$ cat config.mk
export PLATFORM = sky130hd
export DESIGN_NAME = escaped_serial_line_framer
export DESIGN_NICKNAME = d
export VERILOG_FILES = /design/src/hw/rtl/esf_pkg.sv /design/src/hw/rtl/escaped_serial_line_framer.sv /design/src/hw/rtl/esf_front.sv /design/src/hw/rtl/esf_queue.sv /design/src/hw/rtl/esf_back.sv
export SDC_FILE = /design/constraint.sdc
export NUM_CORES = 1
export LEC_CHECK = 0
export BUFFER_PORTS_ARGS = -buffer_cell sky130_fd_sc_hd__buf_2
export CORE_MARGIN = 2
export CORE_UTILIZATION = 59
export DETAILED_ROUTE_END_ITERATION = 12
export HOLD_SLACK_MARGIN = 0.1
export PLACE_DENSITY = 0.8
export SETUP_SLACK_MARGIN = 0.05
export SLEW_MARGIN = 20
export SYNTH_ARGS = -nofsm -noshare
export SYNTH_HDL_FRONTEND = slang
export SYNTH_SLANG_ARGS = --single-unit
$ cat constraint.sdc
create_clock -name clk_i -period 3.6 [get_ports clk_i]
set_input_delay 0.18 -clock clk_i [delete_from_list [all_inputs] [get_ports clk_i]]
set_output_delay 0.18 -clock clk_i [all_outputs]
set_load 0.005 [all_outputs]
$ cat src/hw/rtl/esf_pkg.sv
// Package for the escaped serial line framer.
// Holds command and kind codes, the escape byte and the front-to-back entry type.
// Used by every module of the block; depends on nothing.
`timescale 1ns / 1ps
`default_nettype none

package esf_pkg;

  // Command codes carried in the slave tuser.
  localparam logic [2:0] CMD_TX    = 3'd0;
  localparam logic [2:0] CMD_RX    = 3'd1;
  localparam logic [2:0] CMD_LINES = 3'd2;
  localparam logic [2:0] CMD_CONN  = 3'd3;
  localparam logic [2:0] CMD_DISC  = 3'd4;
  localparam logic [2:0] CMD_QUERY = 3'd5;

  // Result kinds carried in the master tuser.
  localparam logic [1:0] KIND_LINK   = 2'd0;
  localparam logic [1:0] KIND_LOCAL  = 2'd1;
  localparam logic [1:0] KIND_STATUS = 2'd2;

  // Escape byte and the two DTR control codes that may follow it.
  localparam logic [7:0] ESC_BYTE = 8'hFF;
  localparam logic [7:0] DTR_LOW  = 8'h00;
  localparam logic [7:0] DTR_HIGH = 8'h01;

  // Depth of the queue between front and back.
  localparam int unsigned QUEUE_DEPTH = 2;

  // One queued job: one or two output words with shared status.
  typedef struct packed {
    logic       two;      // a second word follows the first
    logic [1:0] kind;
    logic [7:0] byte0;
    logic [7:0] byte1;
    logic       burst;
    logic       link_up;
    logic       dtr_up;
  } entry_t;

endpackage

`default_nettype wire

$ cat src/hw/rtl/escaped_serial_line_framer.sv
// Escaped serial line framer: 0xFF byte stuffing with DTR/DCD/RI signalling.
// A job passes the queue slot register and then the output register.
// Throughput: one input word per cycle unless the queue is full, one result word
// per cycle unless stalled; doubled escapes and line announcements give two words.
// Reset: asynchronous, active low; clears line state, the job queue and output valid.
// Depends on esf_pkg, esf_front, esf_queue and esf_back.
`timescale 1ns / 1ps
`default_nettype none

module escaped_serial_line_framer (
  input  wire logic        clk_i,
  input  wire logic        rst_ni,
  input  wire logic        s_axis_tvalid,
  output logic             s_axis_tready,
  input  wire logic [15:0] s_axis_tdata,  // data_byte[7:0], dcd_in[8], ri_in[9], zeros
  input  wire logic [2:0]  s_axis_tuser,  // command[2:0]
  input  wire logic        s_axis_tlast,  // burst_last
  output logic             m_axis_tvalid,
  input  wire logic        m_axis_tready,
  output logic [15:0]      m_axis_tdata,  // out_byte[7:0], burst_end[8], link_up[9],
                                          // dtr_up[10], zeros
  output logic [1:0]       m_axis_tuser,  // kind[1:0]
  output logic             m_axis_tlast   // last_of_run
);

  esf_pkg::entry_t entry, head;
  logic            push, pop, full, empty, accept;
  logic [7:0]      out_byte;
  logic            burst_end, link_up, dtr_up;

  assign s_axis_tready = ~full;
  assign accept        = s_axis_tvalid & ~full;

  // Front: state keeping and classification.
  esf_front u_front (
    .clk_i        (clk_i),
    .rst_ni       (rst_ni),
    .accept_i     (accept),
    .command_i    (s_axis_tuser),
    .data_byte_i  (s_axis_tdata[7:0]),
    .dcd_in_i     (s_axis_tdata[8]),
    .ri_in_i      (s_axis_tdata[9]),
    .burst_last_i (s_axis_tlast),
    .entry_o      (entry),
    .push_o       (push)
  );

  // Job queue.
  esf_queue u_queue (
    .clk_i   (clk_i),
    .rst_ni  (rst_ni),
    .push_i  (push),
    .entry_i (entry),
    .pop_i   (pop),
    .head_o  (head),
    .full_o  (full),
    .empty_o (empty)
  );

  // Back: word expansion and output register.
  esf_back u_back (
    .clk_i         (clk_i),
    .rst_ni        (rst_ni),
    .head_i        (head),
    .empty_i       (empty),
    .pop_o         (pop),
    .m_tvalid_o    (m_axis_tvalid),
    .m_tready_i    (m_axis_tready),
    .kind_o        (m_axis_tuser),
    .out_byte_o    (out_byte),
    .last_of_run_o (m_axis_tlast),
    .burst_end_o   (burst_end),
    .link_up_o     (link_up),
    .dtr_up_o      (dtr_up)
  );

  assign m_axis_tdata = {5'd0, dtr_up, link_up, burst_end, out_byte};

endmodule

`default_nettype wire

$ cat src/hw/rtl/esf_front.sv
// Front part of the escaped serial line framer: accepts input words,
// keeps the line state and turns each word into at most one queued job.
// Depends on esf_pkg.
`timescale 1ns / 1ps
`default_nettype none

module esf_front (
  input  wire logic            clk_i,
  input  wire logic            rst_ni,
  input  wire logic            accept_i,
  input  wire logic [2:0]      command_i,
  input  wire logic [7:0]      data_byte_i,
  input  wire logic            dcd_in_i,
  input  wire logic            ri_in_i,
  input  wire logic            burst_last_i,
  output esf_pkg::entry_t      entry_o,
  output logic                 push_o
);

  logic conn_q, conn_d;
  logic esc_q, esc_d;
  logic dtr_q, dtr_d;
  logic dcd_q, dcd_d;
  logic ri_q, ri_d;
  logic push;
  esf_pkg::entry_t entry;

  // Classify the word and work out the next line state.
  always_comb begin
    conn_d = conn_q;
    esc_d  = esc_q;
    dtr_d  = dtr_q;
    dcd_d  = dcd_q;
    ri_d   = ri_q;
    push   = 1'b0;
    entry.two   = 1'b0;
    entry.kind  = esf_pkg::KIND_LINK;
    entry.byte0 = data_byte_i;
    entry.byte1 = esf_pkg::ESC_BYTE;
    case (command_i)
      esf_pkg::CMD_TX: begin
        if (conn_q) begin
          push      = 1'b1;
          entry.two = (data_byte_i == esf_pkg::ESC_BYTE);
        end
      end
      esf_pkg::CMD_RX: begin
        entry.kind = esf_pkg::KIND_LOCAL;
        if (conn_q) begin
          if (esc_q) begin
            esc_d = 1'b0;
            if (data_byte_i == esf_pkg::DTR_LOW) begin
              dtr_d = 1'b0;
            end else if (data_byte_i == esf_pkg::DTR_HIGH) begin
              dtr_d = 1'b1;
            end else if (data_byte_i == esf_pkg::ESC_BYTE) begin
              push = 1'b1;
            end
          end else if (data_byte_i == esf_pkg::ESC_BYTE) begin
            esc_d = 1'b1;
          end else begin
            push = 1'b1;
          end
        end
      end
      esf_pkg::CMD_LINES: begin
        entry.two   = 1'b1;
        entry.byte0 = esf_pkg::ESC_BYTE;
        entry.byte1 = {6'd0, ri_in_i, dcd_in_i};
        if ((dcd_in_i != dcd_q) || (ri_in_i != ri_q)) begin
          dcd_d = dcd_in_i;
          ri_d  = ri_in_i;
          push  = conn_q;
        end
      end
      esf_pkg::CMD_CONN: begin
        if (!conn_q) begin
          conn_d = 1'b1;
          dtr_d  = 1'b0;
          dcd_d  = 1'b0;
        end
      end
      esf_pkg::CMD_DISC: begin
        conn_d = 1'b0;
      end
      esf_pkg::CMD_QUERY: begin
        push        = 1'b1;
        entry.kind  = esf_pkg::KIND_STATUS;
        entry.byte0 = 8'd0;
      end
      default: begin
      end
    endcase
    entry.burst   = burst_last_i;
    entry.link_up = conn_d;
    entry.dtr_up  = conn_d & dtr_d;
  end

  // Line state registers, updated only on an accepted word.
  always_ff @(posedge clk_i or negedge rst_ni) begin
    if (!rst_ni) begin
      conn_q <= 1'b0;
      esc_q  <= 1'b0;
      dtr_q  <= 1'b0;
      dcd_q  <= 1'b0;
      ri_q   <= 1'b0;
    end else if (accept_i) begin
      conn_q <= conn_d;
      esc_q  <= esc_d;
      dtr_q  <= dtr_d;
      dcd_q  <= dcd_d;
      ri_q   <= ri_d;
    end
  end

  assign entry_o = entry;
  assign push_o  = accept_i & push;

endmodule

`default_nettype wire

$ cat src/hw/rtl/esf_queue.sv
// Short job queue between the front and the back of the framer.
// Register based, one push and one pop per cycle. Depends on esf_pkg.
`timescale 1ns / 1ps
`default_nettype none

module esf_queue (
  input  wire logic            clk_i,
  input  wire logic            rst_ni,
  input  wire logic            push_i,
  input  wire esf_pkg::entry_t entry_i,
  input  wire logic            pop_i,
  output esf_pkg::entry_t      head_o,
  output logic                 full_o,
  output logic                 empty_o
);

  localparam int unsigned PtrW = $clog2(esf_pkg::QUEUE_DEPTH);
  localparam int unsigned CntW = $clog2(esf_pkg::QUEUE_DEPTH + 1);

  esf_pkg::entry_t slot_q [esf_pkg::QUEUE_DEPTH];
  logic [PtrW-1:0] wr_ptr_q, rd_ptr_q;
  logic [CntW-1:0] cnt_q;
  logic            do_push, do_pop;

  assign full_o  = (cnt_q == CntW'(esf_pkg::QUEUE_DEPTH));
  assign empty_o = (cnt_q == '0);
  assign do_push = push_i & ~full_o;
  assign do_pop  = pop_i & ~empty_o;
  assign head_o  = slot_q[rd_ptr_q];

  // Storage slots, written at the write pointer.
  always_ff @(posedge clk_i) begin
    if (do_push) begin
      slot_q[wr_ptr_q] <= entry_i;
    end
  end

  // Pointers and fill count.
  always_ff @(posedge clk_i or negedge rst_ni) begin
    if (!rst_ni) begin
      wr_ptr_q <= '0;
      rd_ptr_q <= '0;
      cnt_q    <= '0;
    end else begin
      if (do_push) begin
        wr_ptr_q <= (wr_ptr_q == PtrW'(esf_pkg::QUEUE_DEPTH - 1)) ? '0 : wr_ptr_q + 1'b1;
      end
      if (do_pop) begin
        rd_ptr_q <= (rd_ptr_q == PtrW'(esf_pkg::QUEUE_DEPTH - 1)) ? '0 : rd_ptr_q + 1'b1;
      end
      if (do_push && !do_pop) begin
        cnt_q <= cnt_q + 1'b1;
      end else if (do_pop && !do_push) begin
        cnt_q <= cnt_q - 1'b1;
      end
    end
  end

endmodule

`default_nettype wire

$ cat src/hw/rtl/esf_back.sv
// Back part of the framer: expands queued jobs into one or two output
// words and holds them in the output register. Depends on esf_pkg.
`timescale 1ns / 1ps
`default_nettype none

module esf_back (
  input  wire logic            clk_i,
  input  wire logic            rst_ni,
  input  wire esf_pkg::entry_t head_i,
  input  wire logic            empty_i,
  output logic                 pop_o,
  output logic                 m_tvalid_o,
  input  wire logic            m_tready_i,
  output logic [1:0]           kind_o,
  output logic [7:0]           out_byte_o,
  output logic                 last_of_run_o,
  output logic                 burst_end_o,
  output logic                 link_up_o,
  output logic                 dtr_up_o
);

  logic       phase_q, phase_d;
  logic       valid_q, valid_d;
  logic [1:0] kind_q;
  logic [7:0] byte_q;
  logic       last_q, burst_q, link_q, dtr_q;
  logic       load;
  logic       word_last;

  // A word is loaded when a job waits and the output register is free or its word is being taken.
  assign load      = ~empty_i & (~valid_q | m_tready_i);
  assign word_last = phase_q | ~head_i.two;
  assign pop_o     = load & word_last;

  always_comb begin
    phase_d = phase_q;
    valid_d = valid_q;
    if (load) begin
      valid_d = 1'b1;
      phase_d = ~word_last;
    end else if (m_tready_i) begin
      valid_d = 1'b0;
    end
  end

  // Control registers.
  always_ff @(posedge clk_i or negedge rst_ni) begin
    if (!rst_ni) begin
      phase_q <= 1'b0;
      valid_q <= 1'b0;
    end else begin
      phase_q <= phase_d;
      valid_q <= valid_d;
    end
  end

  // Output payload register.
  always_ff @(posedge clk_i) begin
    if (load) begin
      kind_q  <= head_i.kind;
      byte_q  <= phase_q ? head_i.byte1 : head_i.byte0;
      last_q  <= word_last;
      burst_q <= word_last & head_i.burst;
      link_q  <= head_i.link_up;
      dtr_q   <= head_i.dtr_up;
    end
  end

  assign m_tvalid_o    = valid_q;
  assign kind_o        = kind_q;
  assign out_byte_o    = byte_q;
  assign last_of_run_o = last_q;
  assign burst_end_o   = burst_q;
  assign link_up_o     = link_q;
  assign dtr_up_o      = dtr_q;

endmodule

`default_nettype wire
; Word level (Yosys, flattened, before mapping)
; Memory sizes are Yosys's and may differ from the RTL's.
; Cells that the tools add are included.
[word_totals]
reg_bits = 25
latch_bits = 0
mem_bits_rw = 44
romBits = 0
input_bits = 24
out_inout_bits = 21
word_cells = 96
mem_count = 1
[classes]
n_addsub = 4
mul = 0
div_mod_pow = 0
magnitude_cmp = 0
n_eq_ne = 12
shift = 0
n_mux = 34
bitwise_logic = 15
n_reduce_logical = 14
[memory_table]
columns = memory, words, width, rd, rd_clocked_by_memory_dff, wr, line
row1 = u_queue.slot_q, 2, 22, 1, 0, 1, esf_queue.sv:20  ; esf_pkg::entry_t slot_q [esf_pkg::QUEUE_DEPTH];
[op_table]
columns = cell, n
row1 = 2-to-1 mux 1 bit, 23
row2 = 2-to-1 mux 8 bit, 2
row3 = one-hot mux 8 bit (2 select lines), 1
row4 = AND 1 bit, 8
row5 = "== test 8 x 1 -> 1 bit, second input constant", 1
row6 = "== test 8 bit, second input constant", 1
row7 = logical NOT 8 bit, 1
row8 = one-hot mux 1 bit (2 select lines), 4
row9 = "== test 3 x 2 -> 1 bit, second input constant", 2
row10 = "== test 3 bit, second input constant", 2
row11 = AND reduction 3 bit, 2
row12 = nonzero test 2 bit, 3
row13 = inverter 1 bit, 5
row14 = 2-to-1 mux 2 bit, 2
row15 = one-hot mux 1 bit (4 select lines), 1
row16 = one-hot mux 2 bit (2 select lines), 1
row17 = AND reduction 4 bit, 1
row18 = "== test 3 x 1 -> 1 bit, second input constant", 1
row19 = logical NOT 3 bit, 1
row20 = "adder 1 bit, second input constant", 2
row21 = "adder 2 x 1 -> 2 bit, second input constant", 1
row22 = "== test 2 bit, second input constant", 1
row23 = logical AND 1 bit, 2
row24 = logical NOT 1 bit, 2
row25 = 7 further kinds, 9

; Logic depth before layout (Yosys ltp)
[logic_depth]
depth_word = 13
ltp_mapped = 9
mapped_depth_nobuf = 8

; By module
; From an unflattened synthesis, not the netlist that was laid out.
[unflattened]
cells_unflattened = 218
hier_area_um2 = 3118.0
[modules_own_cells]
columns = module, instances, cells_each, area_per_inst_um2, seq_area_each_um2
row1 = esf_queue, 1, 87, 1788.0, 1421.4
row2 = esf_back, 1, 34, 663.1, 470.5
row3 = esf_front, 1, 86, 593.1, 125.1
row4 = escaped_serial_line_framer, 1, 11, 73.8, 0.0

; Worst setup path before layout
; OpenSTA, ideal clock, no wires.
[synth_timing]
path_kind = register -> register
from = register u_queue.cnt_q[0]
to = register u_queue.cnt_q[1]
setup_time_ns = 0.079
arrival_time_ns = 2.094
required_ns = 3.521
path_slack_ns = 1.427
stages_incl_launch_ff = 8
n_path_buf = 0
synth_period_minus_slack_ns = 2.173
cell_sequence = dfrtp_1 -> nor2_1 -> a21oi_1 -> nand2_1 -> ha_1 -> xor2_1 -> nor2_1 -> xor2_1
[synth_via]
elab_chain_len = 8
word_cells_on_any_way = 19
cone_classes = 2 x add/sub / 1 x eq/ne / 2 x mux / 8 x bitwise / 6 x reduce/logical
[synth_lines]
columns = element, line
row1 = from (decl), esf_queue.sv:22  ; logic [CntW-1:0] cnt_q;
row2 = from (signal assigned), esf_queue.sv:52  ; cnt_q <= cnt_q + 1'b1;
row3 = from (signal assigned), esf_queue.sv:54  ; cnt_q <= cnt_q - 1'b1;
row4 = logical NOT 2 bit *, esf_queue.sv:26  ; assign empty_o = (cnt_q == '0);
row5 = inverter 1 bit *, esf_back.sv:31  ; assign load = ~empty_i & (~valid_q | m_tready_i);
row6 = AND 1 bit *, esf_back.sv:31
row7 = via u_back.load, esf_back.sv:27  ; logic load;
row8 = AND 1 bit *, esf_back.sv:33  ; assign pop_o = load & word_last;
row9 = AND 1 bit *, esf_queue.sv:28  ; assign do_pop = pop_i & ~empty_o;
row10 = logical NOT 1 bit, esf_queue.sv:51  ; if (do_push && !do_pop) begin
row11 = logical AND 1 bit, esf_queue.sv:51
row12 = 2-to-1 mux 2 bit / nonzero test 2 bit (equally long branches), -
; The timed path passes the listed nets; every way through them passes the cells marked *. The select of a mux whose other input is x is not followed.
; A chain may end at the register's enable or synchronous reset.

; Worst setup path in the final report
[layout_timing]
from = register u_queue.cnt_q[0]
to = memory u_queue.slot_q[1][16] (netlist name) (enable)
[layout_via]
elab_chain_len = 7
[layout_lines]
columns = element, line
row1 = == test 2 bit *, esf_queue.sv:25  ; assign full_o = (cnt_q == CntW'(esf_pkg::QUEUE_DEPTH));
row2 = inverter 1 bit *, "escaped_serial_line_framer.sv:32, esf_queue.sv:27"
row3 = AND 1 bit, escaped_serial_line_framer.sv:32  ; assign accept = s_axis_tvalid & ~full;
row4 = AND 1 bit, esf_front.sv:117  ; assign push_o = accept_i & push;
row5 = AND 1 bit *, esf_queue.sv:27  ; assign do_push = push_i & ~full_o;
row6 = via u_queue.do_push, esf_queue.sv:23  ; logic do_push, do_pop;
row7 = 2-to-1 mux 1 bit *, esf_queue.sv:33  ; if (do_push) begin
row8 = 2-to-1 mux 1 bit (implied by the code) *, esf_queue.sv:34  ; slot_q[wr_ptr_q] <= entry_i;
row9 = to (decl), esf_queue.sv:20
; The timed path passes the listed nets; every way through them passes the cells marked *.

==> results.cfg <==
[run_status]
status = finished, final reports clean

[final_layout]
drive_gt1_share_pct = 27.5
antennaDiodeCount = 0
area_growth_pct = 13.4
fillers = 301
nets = 253
multi_input_area_um2 = 761
regArea_um2 = 1720

[synth]
synthAdderAreaFrac_pct = 0.481
synthCells = 190
synth.mux.area_fraction_pct = 5.49
synth_top_family_by_area = simple AND/OR/NAND/NOR gates
yosysUniqueCellTypes = 44
synth-seq-cells = 59
synth_compound_area_share_pct = 9.29
yosys_warnings = 0
yosysSeqAreaShare_pct = 66.1
synthSimpleGateAreaFrac_pct = 10.3
avgSynthCellArea_um2 = 13.7
synth_xor_area_share_pct = 2.99
synth_edf_count = 48
ys.flop_type = edfxtp_1
async_reset_ff_share_pct = 18.6
syn_area_um2 = 2600

[global_route]
grt_pass1_wl_um = 7290
grt_pass1_vias = 1640
track_usage_pct = 19.4
antenna_found_initial = 0
grt_max_degree = 21
grt_overflow_total = 0

[clock_tree]
postCtsSetupBuffers = 0
cts_buffers = 9
clk_latency_ns = 0.32
path_clk_slew_ns = 0.06
cts_tree = built
cts_root_buf = clkbuf_8
htreeDepth = 3
clockBufferDepth = 2
cts_sinks = 59

[floorplanning]
die_area_um2 = 4950
die_width_um = 70.4
initial_core_util_pct = 60.5
fp.dieH_um = 70.4
ioPinCount = 45
num_rows = 24
core_um2 = 4290

[sta]
slew_headroom_pct = 63.1
drv_slew = 0
layout_setup_ws_ns = 1.33
setup_viol = 0
hold_ws_ns = 0.124
worstMarginPinSlew_ns = 0.554
fmax_ghz = 0.440
period_needed_ns = 2.27
period_share_pct = 63.1
hold_viol_final = 0
fin_tns_setup_ns = 0
rsz0062_at_grt = no
fin_skew_ns = 0.00785

[run]
maxCapViolCount = 0

[setup_path]
arrival_ns = 2.24
crit_path_end_kind = register
r2r_start = u_queue.cnt_q[0]$_DFFE_PN0P_
startpoint = u_queue.cnt_q[0]$_DFFE_PN0P_
cp_max_fo = 17
r2r_cells = 5
critical_path_required_ns = 3.57
reg2reg_to = u_queue.slot_q[1][16]$_DFFE_PP_
cp-start-kind = register
reg2reg_slack_ns = 1.33
setup.worst_path.class = register to register

[detailed_routing]
viasPerCell = 5.47
drc_errors = 0
firstDrtPassIters = 4
drt_iter0_drc = 136
wl_um = 4270
vias = 1560
wl_per_cell_um = 15.0
ant_nets = 0

[hold_path]
hp-start = s_axis_tdata[9]
hold_depth = 2
hp-class = input port to register
min_to = u_front.ri_q$_DFFE_PN0P_

[place]
gp_congestion = 0.855
pre_cts_slack_ns = 1.31
place_hpwl_um = 2820
port_buffers = 33

[pwr]
p_leak_nw = 1.16
ir_worst_vdd_v = 0.000343
power_mw = 2.09
p_per_area_nw_per_um2 = 708
==> cell families after synthesis <==
group                    Yosys count
flip-flops                        59
AND/OR/NAND/NOR                   52
AO/OA/AOI/OAI                     35
buffers and inverters             23
multiplexers                      11
XOR/XNOR                           8
adder cells (fa/ha/maj)            1
other                              1
==> flip-flops by register name, summed over array words and instances, names as in the netlist, 2 cells and up <==
| signal | flops |
|---|---|
| u_queue.slot_q | 34 |
| u_back.kind_o | 2 |
| u_queue.cnt_q | 2 |
| u_back.out_byte_o | 8 |
==> final cells by class <==
class / count / share of cell area [%]
clock buffer: 13 / 5.05
timing repair buffer: 38 / 7.13
tap: 52 / 2.21
sequential: 59 / 58.3
clock inverter: 3 / 0.510
inverter: 8 / 1.02
multi-input combinational: 112 / 25.8
==> worst max path at each step <==
stage,cells past startpoint,to
3_5_place_dp,5,u_queue.slot_q[0][13]$_DFFE_PP_
2_1_floorplan,7,u_queue.cnt_q[1]$_DFFE_PN0P_
3_3_place_gp,5,u_queue.slot_q[1][13]$_DFFE_PP_
4_1_cts,5,u_queue.slot_q[0][18]$_DFFE_PP_
6_report,5,u_queue.slot_q[1][16]$_DFFE_PP_
5_1_grt,5,u_queue.slot_q[1][16]$_DFFE_PP_
==> report_power, final <==
part | total (mW) | switching, mW | internal, mW
Combinational | 0.535 | 0.283 | 0.252
Clock | 0.498 | 0.233 | 0.266
Sequential | 1.05 | 0.0959 | 0.956
Total | 2.08 | 0.612 | 1.47
==> worst max-delay path, cell delays in order (launching register included) <==
cell	delay, ns
dfrtp_1	0.40
nand2b_1	0.15
and2_0	0.48
nand3_2	0.20
o2bb2ai_4	0.24
and2_2	0.45
==> Yosys cell counts, types with 3 or more instances <==
master,n,area share (%)
mux2i_1,3,1.2
dfrtp_1,11,11
inv_1,7,1.0
nand4_1,3,0.72
xor2_1,3,1.0
xnor2_1,4,1.3
a21oi_1,3,0.58
o21ai_0,17,3.3
o211ai_1,7,2.0
nand2_1,24,3.5
mux2_2,6,2.6
buf_4,9,2.6
clkbuf_1,3,0.43
edfxtp_1,48,55
nand2b_1,5,1.2
nor2_1,5,0.72
==> layout by cell type (no fill, tap or decap), types with 4 or more instances in the layout <==
cell type / count
buf_2: 33
clkbuf_8: 10
conb_1: 5
dfrtp_1: 11
edfxtp_1: 48
inv_1: 7
mux2_2: 6
nand2_1: 24
nand2b_1: 5
nor2_1: 5
o211ai_1: 7
o21ai_0: 17
xnor2_1: 4
==> what timing repair did <==
item / 4_1_cts / 5_1_grt
hold buffers: 3 / 0
resized for setup: 0 / 0
endpoints found under the hold margin: 14 / 0
==> metal layers <==
layer	global-route usage (%)	part of all wire [%]	wire (µm)
met3	4.76	5.4	231
met2	32.0	51	2160
met4	10.0	0.70	30
met5	0	0	0
met1	23.6	43	1850
==> per-stage QoR <==
stage / util [%] / cell area, µm² / cells
after CTS: 68.6 / 2950 / 285
final: 68.6 / 2950 / 285
after global placement: 64.1 / 2750 / 266
after detailed placement: 64.1 / 2750 / 266
after floorplan: - / 2610 / 194
after global routing: 68.6 / 2950 / 285
No activity file was read; power rests on OpenSTA's default activity.
